$ cat src/hdl/masked_yuyv_to_hsv_pixel_unit_macros.svh
// assertion macros shared by the pixel unit
`ifndef MASKED_YUYV_TO_HSV_PIXEL_UNIT_MACROS_SVH
`define MASKED_YUYV_TO_HSV_PIXEL_UNIT_MACROS_SVH

// same-cycle implication, disabled during reset
`define MXHSV_ASSERT_IMPL(name, ck, rn, a, b) \
  name: assert property (@(posedge ck) disable iff (!rn) (a) |-> (b)) \
    else $error("same-cycle check failed");

// next-cycle implication, disabled during reset
`define MXHSV_ASSERT_NEXT(name, ck, rn, a, b) \
  name: assert property (@(posedge ck) disable iff (!rn) (a) |=> (b)) \
    else $error("next-cycle check failed");

`endif

$ cat src/hdl/mxhsv_pkg.sv
package mxhsv_pkg;

  localparam int DIV_QW = 8;
  localparam int DIV_NW = 16;

  typedef struct packed {
    logic [7:0] luma_first;
    logic [7:0] chroma_blue;
    logic [7:0] luma_second;
    logic [7:0] chroma_red;
    logic [9:0] pixel_column;
    logic [9:0] pixel_row;
  } mxhsv_in_t;

  typedef struct packed {
    logic [7:0] hue_first;
    logic [7:0] sat_first;
    logic [7:0] val_first;
    logic [7:0] hue_second;
    logic [7:0] sat_second;
    logic [7:0] val_second;
  } mxhsv_out_t;

  // which channel holds the maximum
  localparam logic [1:0] HUE_OFF_R = 2'd0;
  localparam logic [1:0] HUE_OFF_G = 2'd1;
  localparam logic [1:0] HUE_OFF_B = 2'd2;

  // register indexes
  localparam logic [1:0] REG_CENTER_X    = 2'd0;
  localparam logic [1:0] REG_CENTER_Y    = 2'd1;
  localparam logic [1:0] REG_MASK_RADIUS = 2'd2;

  typedef struct packed {
    logic [DIV_NW-1:0] sat_num;
    logic [DIV_NW-1:0] hue_num;
    logic [7:0]        d;
    logic [7:0]        mx;
    logic              neg;
    logic [1:0]        off;
    logic              grey;
  } mxhsv_pre_t;

  typedef struct packed {
    logic [7:0] mx;
    logic       neg;
    logic [1:0] off;
    logic       grey;
    logic       in_mask;
  } mxhsv_side_t;

endpackage

$ cat src/hdl/mxhsv_stream_if.sv
interface mxhsv_stream_if #(parameter type payload_t = logic);
  logic     valid;
  logic     ready;
  payload_t data;

  modport source (output valid, output data, input ready);
  modport sink (input valid, input data, output ready);
endinterface

$ cat src/hdl/mxhsv_front.sv
module mxhsv_front (
  input  logic                   clk,
  input  logic [1:0]             en,
  input  logic [7:0]             luma,
  input  logic [7:0]             cb,
  input  logic [7:0]             cr,
  output mxhsv_pkg::mxhsv_pre_t  pre_r
);
  import mxhsv_pkg::*;

  logic signed [8:0]  cbs, crs;
  logic signed [11:0] cbx, crx, ys;
  logic signed [11:0] b_raw, g_raw, r_raw;
  logic [7:0]         r_r, g_r, b_r;
  logic [7:0]         mx, mn;
  logic signed [8:0]  diff;
  logic [8:0]         mag;
  mxhsv_pre_t         pre_nxt;

  function automatic logic [7:0] clamp8(input logic signed [11:0] x);
    if (x >= 12'sd255) begin
      return 8'hff;
    end else if (x <= 12'sd0) begin
      return 8'h00;
    end else begin
      return x[7:0];
    end
  endfunction

  // yuv to rgb, shift-add coefficients
  always_comb begin
    cbs   = $signed({1'b0, cb}) - 9'sd128;
    crs   = $signed({1'b0, cr}) - 9'sd128;
    cbx   = {{3{cbs[8]}}, cbs};
    crx   = {{3{crs[8]}}, crs};
    ys    = $signed({4'b0, luma});
    b_raw = ys + cbx + (cbx >>> 1) + (cbx >>> 2) + (cbx >>> 6);
    g_raw = ys - ((cbx >>> 2) + (cbx >>> 4) + (cbx >>> 5))
               - ((crx >>> 1) + (crx >>> 3) + (crx >>> 4) + (crx >>> 5));
    r_raw = ys + crx + (crx >>> 2) + (crx >>> 3) + (crx >>> 5);
  end

  always_ff @(posedge clk) begin
    if (en[0]) begin
      r_r <= clamp8(r_raw);
      g_r <= clamp8(g_raw);
      b_r <= clamp8(b_raw);
    end
  end

  // max, min and division operands
  always_comb begin
    mx = (r_r > g_r) ? r_r : g_r;
    if (b_r > mx) mx = b_r;
    mn = (r_r < g_r) ? r_r : g_r;
    if (b_r < mn) mn = b_r;
    priority if (r_r == mx) begin
      diff        = $signed({1'b0, g_r}) - $signed({1'b0, b_r});
      pre_nxt.off = HUE_OFF_R;
    end else if (g_r == mx) begin
      diff        = $signed({1'b0, b_r}) - $signed({1'b0, r_r});
      pre_nxt.off = HUE_OFF_G;
    end else begin
      diff        = $signed({1'b0, r_r}) - $signed({1'b0, g_r});
      pre_nxt.off = HUE_OFF_B;
    end
    mag             = diff[8] ? 9'(-diff) : 9'(diff);
    pre_nxt.neg     = diff[8];
    pre_nxt.d       = mx - mn;
    pre_nxt.mx      = mx;
    pre_nxt.grey    = (mx == mn);
    pre_nxt.sat_num = {8'b0, pre_nxt.d} * 16'd255;
    pre_nxt.hue_num = {8'b0, mag[7:0]} * 16'd60;
  end

  always_ff @(posedge clk) begin
    if (en[1]) begin
      pre_r <= pre_nxt;
    end
  end
endmodule

$ cat src/hdl/mxhsv_div.sv
module mxhsv_div (
  input  logic                           clk,
  input  logic [mxhsv_pkg::DIV_QW-1:0]   en,
  input  logic [mxhsv_pkg::DIV_NW-1:0]   num,
  input  logic [7:0]                     den,
  output logic [mxhsv_pkg::DIV_QW-1:0]   quo
);
  import mxhsv_pkg::*;

  logic [DIV_NW-1:0] rem_r [DIV_QW];
  logic [7:0]        den_r [DIV_QW];
  logic [DIV_QW-1:0] q_r   [DIV_QW];

  // one quotient bit per stage, msb first
  for (genvar k = 0; k < DIV_QW; k++) begin : g_step
    logic [DIV_NW-1:0] rem_in, trial;
    logic [7:0]        den_in;
    logic [DIV_QW-1:0] q_in;
    logic              ge;

    always_comb begin
      rem_in = (k == 0) ? num : rem_r[(k == 0) ? 0 : k - 1];
      den_in = (k == 0) ? den : den_r[(k == 0) ? 0 : k - 1];
      q_in   = (k == 0) ? '0  : q_r[(k == 0) ? 0 : k - 1];
      trial  = DIV_NW'(den_in) << (DIV_QW - 1 - k);
      ge     = (rem_in >= trial);
    end

    always_ff @(posedge clk) begin
      if (en[k]) begin
        rem_r[k] <= ge ? rem_in - trial : rem_in;
        den_r[k] <= den_in;
        q_r[k]   <= q_in | (DIV_QW'(ge) << (DIV_QW - 1 - k));
      end
    end
  end

  assign quo = q_r[DIV_QW-1];
endmodule

$ cat src/hdl/mxhsv_mask.sv
module mxhsv_mask #(
  parameter int FRAME_DIM = 1024
) (
  input  logic        clk,
  input  logic [1:0]  en,
  input  logic [10:0] col,
  input  logic [9:0]  row,
  input  logic [9:0]  center_x,
  input  logic [9:0]  center_y,
  input  logic [10:0] radius,
  output logic        inside_r
);
  logic signed [12:0] dx, dy;
  logic signed [25:0] dx_sq, dy_sq;
  logic [21:0]        dx2_r, dy2_r, rr_r;
  logic               off_frame_r;

  always_comb begin
    dx    = $signed({2'b0, col}) - $signed({3'b0, center_x});
    dy    = $signed({3'b0, row}) - $signed({3'b0, center_y});
    dx_sq = dx * dx;
    dy_sq = dy * dy;
  end

  always_ff @(posedge clk) begin
    if (en[0]) begin
      dx2_r       <= dx_sq[21:0];
      dy2_r       <= dy_sq[21:0];
      rr_r        <= radius * radius;
      off_frame_r <= (32'(col) >= FRAME_DIM) || (32'(row) >= FRAME_DIM);
    end
  end

  always_ff @(posedge clk) begin
    if (en[1]) begin
      inside_r <= !off_frame_r && ((23'(dx2_r) + 23'(dy2_r)) < 23'(rr_r));
    end
  end
endmodule

$ cat src/hdl/masked_yuyv_to_hsv_pixel_unit.sv
// throughput: one macropixel per cycle while the output is ready; set by the one-bit-per-stage dividers
// being fully pipelined (8 stages) behind 2 conversion stages and 1 output stage
// stalls pass back through a combinational ready chain, so bubbles in the pipe still fill
// reset (rst_n low, synchronous): pipe valid bits cleared, mask centre 0,0,
// mask radius 2047
module masked_yuyv_to_hsv_pixel_unit #(
  parameter int FRAME_DIM = 1024
) (
  input  logic                  clk,
  input  logic                  rst_n,
  mxhsv_stream_if.sink          in_if,
  mxhsv_stream_if.source        out_if,
  input  logic                  psel,
  input  logic                  penable,
  input  logic                  pwrite,
  input  logic [3:0]            paddr,
  input  logic [31:0]           pwdata,
  output logic [31:0]           prdata,
  output logic                  pready
);
  import mxhsv_pkg::*;
  `include "masked_yuyv_to_hsv_pixel_unit_macros.svh"

  // stage map: 0 rgb and squares, 1 max/min and mask compare,
  // 2..DIV_QW+1 dividers, last stage hue fix-up and output register
  localparam int DIV0   = 2;
  localparam int NSTAGE = DIV_QW + 3;
  localparam int SOUT   = NSTAGE - 1;

  // config registers
  logic [9:0]  center_x_r, center_y_r;
  logic [10:0] mask_radius_r;
  logic        cfg_wr;

  assign pready = 1'b1;
  assign cfg_wr = psel && penable && pwrite;

  always_ff @(posedge clk) begin
    if (!rst_n) begin
      center_x_r    <= '0;
      center_y_r    <= '0;
      mask_radius_r <= 11'd2047;
    end else if (cfg_wr) begin
      unique case (paddr[3:2])
        REG_CENTER_X:    center_x_r    <= pwdata[9:0];
        REG_CENTER_Y:    center_y_r    <= pwdata[9:0];
        REG_MASK_RADIUS: mask_radius_r <= pwdata[10:0];
        default: ;
      endcase
    end
  end

  always_comb begin
    unique case (paddr[3:2])
      REG_CENTER_X:    prdata = {22'b0, center_x_r};
      REG_CENTER_Y:    prdata = {22'b0, center_y_r};
      REG_MASK_RADIUS: prdata = {21'b0, mask_radius_r};
      default:         prdata = '0;
    endcase
  end

  // per-stage valid bits and a ready chain that lets bubbles collapse
  logic [NSTAGE-1:0] v_r;
  logic [NSTAGE:0]   en;

  always_comb begin
    en[NSTAGE] = out_if.ready;
    for (int k = NSTAGE - 1; k >= 0; k--) begin
      en[k] = !v_r[k] || en[k+1];
    end
  end

  assign in_if.ready = en[0];

  always_ff @(posedge clk) begin
    if (!rst_n) begin
      v_r <= '0;
    end else begin
      for (int k = 0; k < NSTAGE; k++) begin
        if (en[k]) v_r[k] <= (k == 0) ? in_if.valid : v_r[(k == 0) ? 0 : k - 1];
      end
    end
  end

  // conversion front end, one per pixel, shared chroma
  mxhsv_pre_t pre0_r, pre1_r;

  mxhsv_front u_front0 (
    .clk  (clk),
    .en   (en[1:0]),
    .luma (in_if.data.luma_first),
    .cb   (in_if.data.chroma_blue),
    .cr   (in_if.data.chroma_red),
    .pre_r(pre0_r)
  );

  mxhsv_front u_front1 (
    .clk  (clk),
    .en   (en[1:0]),
    .luma (in_if.data.luma_second),
    .cb   (in_if.data.chroma_blue),
    .cr   (in_if.data.chroma_red),
    .pre_r(pre1_r)
  );

  // circular mask, second pixel one column further
  logic in0_r, in1_r;

  mxhsv_mask #(.FRAME_DIM(FRAME_DIM)) u_mask0 (
    .clk     (clk),
    .en      (en[1:0]),
    .col     ({1'b0, in_if.data.pixel_column}),
    .row     (in_if.data.pixel_row),
    .center_x(center_x_r),
    .center_y(center_y_r),
    .radius  (mask_radius_r),
    .inside_r(in0_r)
  );

  mxhsv_mask #(.FRAME_DIM(FRAME_DIM)) u_mask1 (
    .clk     (clk),
    .en      (en[1:0]),
    .col     ({1'b0, in_if.data.pixel_column} + 11'd1),
    .row     (in_if.data.pixel_row),
    .center_x(center_x_r),
    .center_y(center_y_r),
    .radius  (mask_radius_r),
    .inside_r(in1_r)
  );

  // saturation = d*255/max, hue part = |diff|*60/d
  logic [DIV_QW-1:0] sat0_q, sat1_q, hue0_q, hue1_q;

  mxhsv_div u_sdiv0 (.clk(clk), .en(en[SOUT-1:DIV0]), .num(pre0_r.sat_num),
                     .den(pre0_r.mx), .quo(sat0_q));
  mxhsv_div u_sdiv1 (.clk(clk), .en(en[SOUT-1:DIV0]), .num(pre1_r.sat_num),
                     .den(pre1_r.mx), .quo(sat1_q));
  mxhsv_div u_hdiv0 (.clk(clk), .en(en[SOUT-1:DIV0]), .num(pre0_r.hue_num),
                     .den(pre0_r.d), .quo(hue0_q));
  mxhsv_div u_hdiv1 (.clk(clk), .en(en[SOUT-1:DIV0]), .num(pre1_r.hue_num),
                     .den(pre1_r.d), .quo(hue1_q));

  // side data riding alongside the dividers
  mxhsv_side_t side0_r [DIV0:SOUT-1];
  mxhsv_side_t side1_r [DIV0:SOUT-1];

  always_ff @(posedge clk) begin
    for (int k = DIV0; k < SOUT; k++) begin
      if (en[k]) begin
        if (k == DIV0) begin
          side0_r[k] <= '{mx: pre0_r.mx, neg: pre0_r.neg, off: pre0_r.off,
                          grey: pre0_r.grey, in_mask: in0_r};
          side1_r[k] <= '{mx: pre1_r.mx, neg: pre1_r.neg, off: pre1_r.off,
                          grey: pre1_r.grey, in_mask: in1_r};
        end else begin
          side0_r[k] <= side0_r[(k == DIV0) ? DIV0 : k - 1];
          side1_r[k] <= side1_r[(k == DIV0) ? DIV0 : k - 1];
        end
      end
    end
  end

  // hue offset, sign, wrap and halve
  function automatic logic [7:0] hue_fix(input mxhsv_side_t sd, input logic [7:0] q);
    logic signed [9:0] base, hs;
    unique case (sd.off)
      HUE_OFF_R: base = 10'sd0;
      HUE_OFF_G: base = 10'sd120;
      HUE_OFF_B: base = 10'sd240;
      default:   base = 10'sd0;
    endcase
    hs = sd.neg ? base - $signed({2'b0, q}) : base + $signed({2'b0, q});
    if (hs < 0) hs = hs + 10'sd360;
    return hs[8:1];
  endfunction

  mxhsv_out_t out_r, out_nxt;

  always_comb begin
    out_nxt = '0;
    if (side0_r[SOUT-1].in_mask) begin
      out_nxt.val_first = side0_r[SOUT-1].mx;
      if (!side0_r[SOUT-1].grey) begin
        out_nxt.hue_first = hue_fix(side0_r[SOUT-1], hue0_q);
        out_nxt.sat_first = sat0_q;
      end
    end
    if (side1_r[SOUT-1].in_mask) begin
      out_nxt.val_second = side1_r[SOUT-1].mx;
      if (!side1_r[SOUT-1].grey) begin
        out_nxt.hue_second = hue_fix(side1_r[SOUT-1], hue1_q);
        out_nxt.sat_second = sat1_q;
      end
    end
  end

  always_ff @(posedge clk) begin
    if (en[SOUT]) begin
      out_r <= out_nxt;
    end
  end

  assign out_if.valid = v_r[SOUT];
  assign out_if.data  = out_r;

  // checks
  `MXHSV_ASSERT_NEXT(a_accept_fills, clk, rst_n, in_if.valid && in_if.ready, v_r[0])
  `MXHSV_ASSERT_NEXT(a_stall_keeps, clk, rst_n, v_r[DIV0] && !en[DIV0], v_r[DIV0])
  `MXHSV_ASSERT_IMPL(a_hue_range, clk, rst_n, out_if.valid, out_if.data.hue_first <= 8'd179)
  `MXHSV_ASSERT_IMPL(a_black_grey, clk, rst_n, out_if.valid && out_if.data.val_second == 8'd0, out_if.data.sat_second == 8'd0 && out_if.data.hue_second == 8'd0)
endmodule

$ cat src/flat_wrapper.sv
// flat-port wrapper written by rule: the top's interface ports become plain ports
module masked_yuyv_to_hsv_pixel_unit_flat import mxhsv_pkg::*;
#(
  parameter int FRAME_DIM = 1024
)
  (clk, rst_n, psel, penable, pwrite, paddr, pwdata, prdata, pready, in_if_valid, in_if_data, in_if_ready, out_if_valid, out_if_data, out_if_ready);
  mxhsv_stream_if #(.payload_t(mxhsv_in_t)) in_if_i ();
  mxhsv_stream_if #(.payload_t(mxhsv_out_t)) out_if_i ();
  input  logic clk;
  input  logic rst_n;
  input  logic psel;
  input  logic penable;
  input  logic pwrite;
  input  logic [3:0] paddr;
  input  logic [31:0] pwdata;
  output logic [31:0] prdata;
  output logic pready;
  input wire logic [$bits(in_if_i.valid)-1:0] in_if_valid;
  input wire logic [$bits(in_if_i.data)-1:0] in_if_data;
  output wire logic [$bits(in_if_i.ready)-1:0] in_if_ready;
  output wire logic [$bits(out_if_i.valid)-1:0] out_if_valid;
  output wire logic [$bits(out_if_i.data)-1:0] out_if_data;
  input wire logic [$bits(out_if_i.ready)-1:0] out_if_ready;
  assign in_if_i.valid = in_if_valid;
  assign in_if_i.data = in_if_data;
  assign in_if_ready = in_if_i.ready;
  assign out_if_valid = out_if_i.valid;
  assign out_if_data = out_if_i.data;
  assign out_if_i.ready = out_if_ready;
  masked_yuyv_to_hsv_pixel_unit #(.FRAME_DIM(FRAME_DIM)) u_core (.clk(clk), .rst_n(rst_n), .in_if(in_if_i), .out_if(out_if_i), .psel(psel), .penable(penable), .pwrite(pwrite), .paddr(paddr), .pwdata(pwdata), .prdata(prdata), .pready(pready));
endmodule
$ cat config.mk
export PLATFORM = sky130hd
export DESIGN_NAME = masked_yuyv_to_hsv_pixel_unit_flat
export DESIGN_NICKNAME = d
export VERILOG_FILES = /design/src/hdl/mxhsv_pkg.sv /design/src/hdl/mxhsv_stream_if.sv /design/src/hdl/mxhsv_front.sv /design/src/hdl/mxhsv_div.sv /design/src/hdl/mxhsv_mask.sv /design/src/hdl/masked_yuyv_to_hsv_pixel_unit.sv /design/src/flat_wrapper.sv
export VERILOG_INCLUDE_DIRS = /design/src /design/src/hdl
export SDC_FILE = /design/constraint.sdc
export NUM_CORES = 2
export LEC_CHECK = 0
export BUFFER_PORTS_ARGS = -buffer_cell sky130_fd_sc_hd__buf_4
export CAP_MARGIN = 20
export CELL_PAD_IN_SITES_DETAIL_PLACEMENT = 0
export CELL_PAD_IN_SITES_GLOBAL_PLACEMENT = 1
export CORE_AREA = 2 2 504 506
export CTS_CLUSTER_DIAMETER = 30
export CTS_CLUSTER_SIZE = 14
export DETAILED_ROUTE_END_ITERATION = 6
export DIE_AREA = 0 0 506 508
export PLACE_DENSITY = 0.63
export SYNTH_ARGS = -nofsm -noshare
export SYNTH_HDL_FRONTEND = slang
export SYNTH_SLANG_ARGS = --single-unit
$ cat constraint.sdc
create_clock -name clk -period 15.6 [get_ports clk]
set_clock_uncertainty 0.15 [all_clocks]
set_input_delay 0.78 -clock clk [delete_from_list [all_inputs] [get_ports clk]]
set_output_delay 0.78 -clock clk [all_outputs]
set_load 0.05 [all_outputs]
* Yosys cells after proc, flatten, opt, wreduce, memory -nomap -nowiden
Memory sizes are Yosys's and may differ from the RTL's. A register that Yosys moved wholly into a read port is not among the register bits.
Cells that the tools add are included.
** Storage, ports and cells
- Register bits :: 310
- RAM bits :: 1232
- Input port bits :: 95
- Word-level logic and storage cells :: 364
- Memories kept :: 14
** Operators by class
- $add $sub $neg :: 81
- $mul :: 8
- Magnitude comparators :: 58
- Equal/unequal tests :: 12
- Multiplexer cells :: 81
- Bitwise logic cells :: 30
- Reduce and logical (&&, ||, !) cells :: 34
** Memory list
- u_core.u_hdiv0.rem_r :: depth 8, bits a word 16, rd ports 7, clocked after memory_dff 0, write ports 8, RTL line mxhsv_div.sv:10 : logic [DIV_NW-1:0] rem_r [DIV_QW];
- u_core.u_hdiv1.rem_r :: depth 8, bits a word 16, rd ports 7, clocked after memory_dff 0, write ports 8, RTL line mxhsv_div.sv:10
- u_core.u_sdiv0.rem_r :: depth 8, bits a word 16, rd ports 7, clocked after memory_dff 0, write ports 8, RTL line mxhsv_div.sv:10
- u_core.u_sdiv1.rem_r :: depth 8, bits a word 16, rd ports 7, clocked after memory_dff 0, write ports 8, RTL line mxhsv_div.sv:10
- u_core.side0_r :: depth 8, bits a word 13, rd ports 8, clocked after memory_dff 0, write ports 8, RTL line masked_yuyv_to_hsv_pixel_unit.sv:144 : mxhsv_side_t side0_r [DIV0:SOUT-1];
- u_core.side1_r :: depth 8, bits a word 13, rd ports 8, clocked after memory_dff 0, write ports 8, RTL line masked_yuyv_to_hsv_pixel_unit.sv:145 : mxhsv_side_t side1_r [DIV0:SOUT-1];
- +8 memories
** Operator list (count)
- $mux W16 :: 32
- $mux W8 :: 16
- $ge A12 B9 Y1 const B :: 6
- $le A12 B1 Y1 const B :: 6
- $mul A11 B11 Y22 :: 3
- $ge A16 B10 Y1 :: 4
- $ge A16 B11 Y1 :: 4
- $ge A16 B12 Y1 :: 4
- $ge A16 B13 Y1 :: 4
- $ge A16 B14 Y1 :: 4
- $ge A16 B8 Y1 :: 4
- $ge A16 B9 Y1 :: 4
- $sub A16 B10 Y16 :: 4
- $sub A16 B11 Y16 :: 4
- $sub A16 B12 Y16 :: 4
- $sub A16 B13 Y16 :: 4
- $sub A16 B14 Y16 :: 4
- $sub A16 B8 Y16 :: 4
- $sub A16 B9 Y16 :: 4
- $mux W10 :: 6
- $mux W9 :: 6
- $sub A8 B8 Y9 :: 6
- $eq A8 B8 Y1 :: 6
- $add A22 B22 Y23 :: 2
- other kinds (56) :: 159

* Longest topological paths before layout
- Word-level depth :: 12
- Gate-level depth with buffers :: 45
- Mapped depth without buffers :: 42

* Cells and area by module
A second synthesis with hierarchy kept.
** Second synthesis, totals
- Cell total of the unflattened synthesis :: 9671
- Area, all modules :: 106293.2 um2
** By module, submodules not included
- mxhsv_div at u_core.u_hdiv0 ... :: times used 3, cells each 821, area each 10246.1 um2, seq. area each 6125.9 um2
- mxhsv_front :: times used 2, cells each 1113, area each 10920.5 um2, seq. area each 2132.0 um2
- mxhsv_mask at u_core.u_mask0 :: times used 1, cells each 1731, area each 16164.3 um2, seq. area each 1951.9 um2
- mxhsv_mask at u_core.u_mask1 :: times used 1, cells each 1695, area each 15909.0 um2, seq. area each 1951.9 um2
- masked_yuyv_to_hsv_pixel_unit :: times used 1, cells each 735, area each 11414.7 um2, seq. area each 8528.2 um2
- mxhsv_div at u_core.u_hdiv1 :: times used 1, cells each 821, area each 10226.1 um2, seq. area each 6125.9 um2

* Worst setup path after synthesis
OpenSTA, ideal clock, no wires.
- Path kind :: reg2reg
- Start :: register u_core.u_front1.g_r[2]
- End :: register u_core.u_front1.pre_r[51] (netlist bit) (data pin)
- Library setup time :: 0.259 ns
- Arrival :: 8.946 ns
- Required time :: 15.191 ns
- Path slack :: 6.244 ns
- Cell stages (with the launch flop) :: 43
- Clock period less this slack :: 9.356 ns
- Cell sequence :: edfxtp_1 -> clkbuf_1 -> inv_1 -> ha_1 -> a21oi_2 -> a211oi_2 -> or3_1 -> buf_2 -> a21oi_1 -> a21o_1 -> inv_1 -> ha_1 -> nand2_1 -> mux4_2 -> o311a_1 -> nor2_4 -> buf_6 -> mux2i_1 -> (+7 left out) -> a21oi_1 -> xor2_1 -> fa_1 -> fa_1 -> inv_1 -> fa_1 -> inv_1 -> ha_1 -> a21oi_1 -> o21bai_1 -> a21oi_1 -> o21bai_1 -> a21oi_1 -> nor2_1 -> o21ai_0 -> nand2b_1 -> a21oi_1 -> xnor2_1
** RTL lines
- start, declared :: RTL line mxhsv_front.sv:14 : logic [7:0] r_r, g_r, b_r;
- start signal, assigned :: RTL line mxhsv_front.sv:46 : g_r <= clamp8(g_raw);
- end signal, assigned :: RTL line mxhsv_front.sv:78 : pre_r <= pre_nxt;
- end, declared :: RTL line mxhsv_front.sv:7 : output mxhsv_pkg::mxhsv_pre_t pre_r

==> impl_metrics.env <==
export IMPL_status="finished, final reports clean"
export IMPL_drt_iter0_markers=2353
export IMPL_cp_slowest_cell="o21ai_1"
export IMPL_synth_seq_cells=1191
export IMPL_ioPinCount=178
export IMPL_fin_crit_ps=10960
export IMPL_hold_viol_final=0
export IMPL_seqCellArea_mm2=0.0353
export IMPL_cts_tree="yes"
export IMPL_cts_htree_levels=4
export IMPL_hold_class="in2reg"
export IMPL_hpwl_um=146000
export IMPL_overflow=0
export IMPL_rsz0062_at_grt="no"
export IMPL_clk_pin_slew_worst_paths_ps=40
export IMPL_grt_first_pass_wirelength_um=300000
export IMPL_final_util=0.401
export IMPL_relSlewSlack=0.342
export IMPL_synthFlopType="edfxtp_1"
export IMPL_wire_per_inst_um=15.3
export IMPL_wirelength_um=181000
export IMPL_setup_ws_ps=4640
export IMPL_tns_ps=0
export IMPL_design_area_mm2=0.101
export IMPL_drt_pre_antenna_iters=5
export IMPL_initial_core_util=0.348
export IMPL_setup_viol=0
export IMPL_cp_top_family="compound AO/OA/AOI/OAI gates"
export IMPL_path_common_cell="a21oi_1"
export IMPL_path_class="reg2reg"
export IMPL_crit_buf_inv=4
export IMPL_cts_resized=0
export IMPL_placement_cell_area_mm2=0.0926
export IMPL_cp_max_fo=17
export IMPL_postSynthAreaPerCell_um2=11.0
export IMPL_yosysWarningCount=0
export IMPL_postSynthCellCount=7980
export IMPL_final_cell_mix="inv_1, edfxtp_1, ha_1"
export IMPL_slew_violations=0
export IMPL_via_count=54700
export IMPL_ctsRootBufferMaster="clkbuf_16"
export IMPL_fmax_mhz=91.2
export IMPL_syn_area_mm2=0.0877
export IMPL_grt_max_degree=75
export IMPL_cts_buffer_depth=3
export IMPL_place_gp_congestion=0.853
export IMPL_post_place_ws_ps=4650
export IMPL_multi_input_area_mm2=0.0466
export IMPL_fillers=24200
export IMPL_track_usage=0.143
export IMPL_synthArstFlopShare=0
export IMPL_synthTopCellsByArea="edfxtp_1, fa_1, ha_1, inv_1, xnor2_1"
export IMPL_synth_top_area_frac=0.394
export IMPL_endpoint_kind="flip-flop"
export IMPL_area_growth_pct=15.4
export IMPL_vias_per_cell=4.62
export IMPL_timing_final_crit_share=0.703
export IMPL_drc=0
export IMPL_seq_area_frac_synth=0.403
export IMPL_antenna_found_initial=7
export IMPL_worstPathRequired_ps=16010
export IMPL_worst_pin_slew_ps=985
export IMPL_cp_arrival_ps=11360
export IMPL_grt_pass1_vias=57700
export IMPL_final_nets=9855
export IMPL_num_rows=185
export IMPL_clkLatencyLatePin_ps=870
export IMPL_die_x_um=506
export IMPL_io_buffers=132
export IMPL_final_common_cell="inv_1"
export IMPL_yosys_area_top_type="edfxtp_1"
export IMPL_cap_viol_max_count=0
export IMPL_clock_sinks=1191
export IMPL_cpPeakStageDelay_ps=730
export IMPL_cts_buffers=235
export IMPL_ant_nets=0
export IMPL_startpoint_type="flip-flop"
export IMPL_die_area_mm2=0.257
export IMPL_die_y_um=508
export IMPL_drive_gt1_frac=0.0795
export IMPL_synth_edf_count=1149
export IMPL_coreArea_mm2=0.252
export IMPL_synth_distinct_cells=98
export IMPL_r2r_setup_slack_ps=4640
-- metrics by stage --
stage,hold slack [ps],std cells
global route,31.8,11900
CTS,0.229,11900
detailed placement,255,11400
floorplan,250,8000
global placement,252,11400
finish,80.7,11900
-- Yosys cell counts (41+ instances only) --
library cell  instances
nor3_1               90
a21o_1              266
inv_1              1385
xor2_1              184
a21oi_1             494
nor2_1              466
fa_1                569
mux2i_1              93
dfxtp_1              42
o21bai_1            123
ha_1                909
nor2b_1             115
nand2_1             408
and2_1              124
nand4_1              41
xnor2_1             446
nor4_1               60
edfxtp_1           1149
nand2b_1            103
nand3_1              66
clkbuf_1             90
o21ai_0             287
-- registers in the layout, indices dropped and copies added, names as in the netlist, 49 cells and up --
signal                count
u_core.u_sdiv0.rem_r    111
u_core.u_hdiv1.den_r     49
u_core.u_sdiv1.rem_r    112
u_core.side1_r           66
u_core.u_hdiv0.rem_r     99
u_core.u_hdiv0.den_r     50
u_core.side0_r           92
u_core.u_hdiv1.rem_r     99
-- repair_timing --
item | in CTS | in global routing
buffers inserted | 0 | 0
hold buffers | 9 | 0
hold endpoints to repair | 10 | 0
-- tightest hold or removal path: cells and delay by family --
| family | cells | cell delay [ps] |
|---|---|---|
| AND/OR/NAND/NOR | 1 | 50 |
| buffers and inverters | 1 | 110 |
| AO/OA/AOI/OAI | 1 | 80 |
-- area by class of cell --
cell class / instances / share of cell area
repair buffers: 172 / 0.0132
diodes: 1 / 0.0000247
inverters: 1398 / 0.0520
multi-input cells: 5284 / 0.461
flip-flops and latches: 1191 / 0.349
clock buffers: 257 / 0.0591
clock inverters: 190 / 0.0238
well taps: 3366 / 0.0416
-- metal layers --
metal | track usage | vias up | share of wire
met5 | 0 | - | 0
met4 | 0.0368 | 0 | 0.018
met3 | 0.0210 | 220 | 0.031
met2 | 0.240 | 666 | 0.47
met1 | 0.192 | 26100 | 0.48
li1 | - | 27800 | -
-- path summary, 6_finish.rpt --
path,start,end,cells after the start
worst max-delay path,u_core.u_front1.g_r[2],u_core.u_front1.pre_r[33],38
worst min-delay path,pwdata[7],u_core.mask_radius_r[7],3
worst max register to register,u_core.u_front1.g_r[2],u_core.u_front1.pre_r[33],38
worst min register to register,u_core.side0_r[8][0],u_core.side0_r[9][0],0
-- cell families after synthesis --
logic type / Yosys count / share of synthesized area
other: 2 / 0.0000857
XOR/XNOR: 639 / 0.0647
multiplexers: 120 / 0.0145
buffers and inverters: 1525 / 0.0666
AO/OA/AOI/OAI: 1405 / 0.101
flip-flops: 1191 / 0.403
AND/OR/NAND/NOR: 1619 / 0.0908
adder cells (fa/ha/maj): 1479 / 0.260
Power is not shown: default switching activity piles up to over one toggle a cycle in this logic, so the estimate is an artifact.
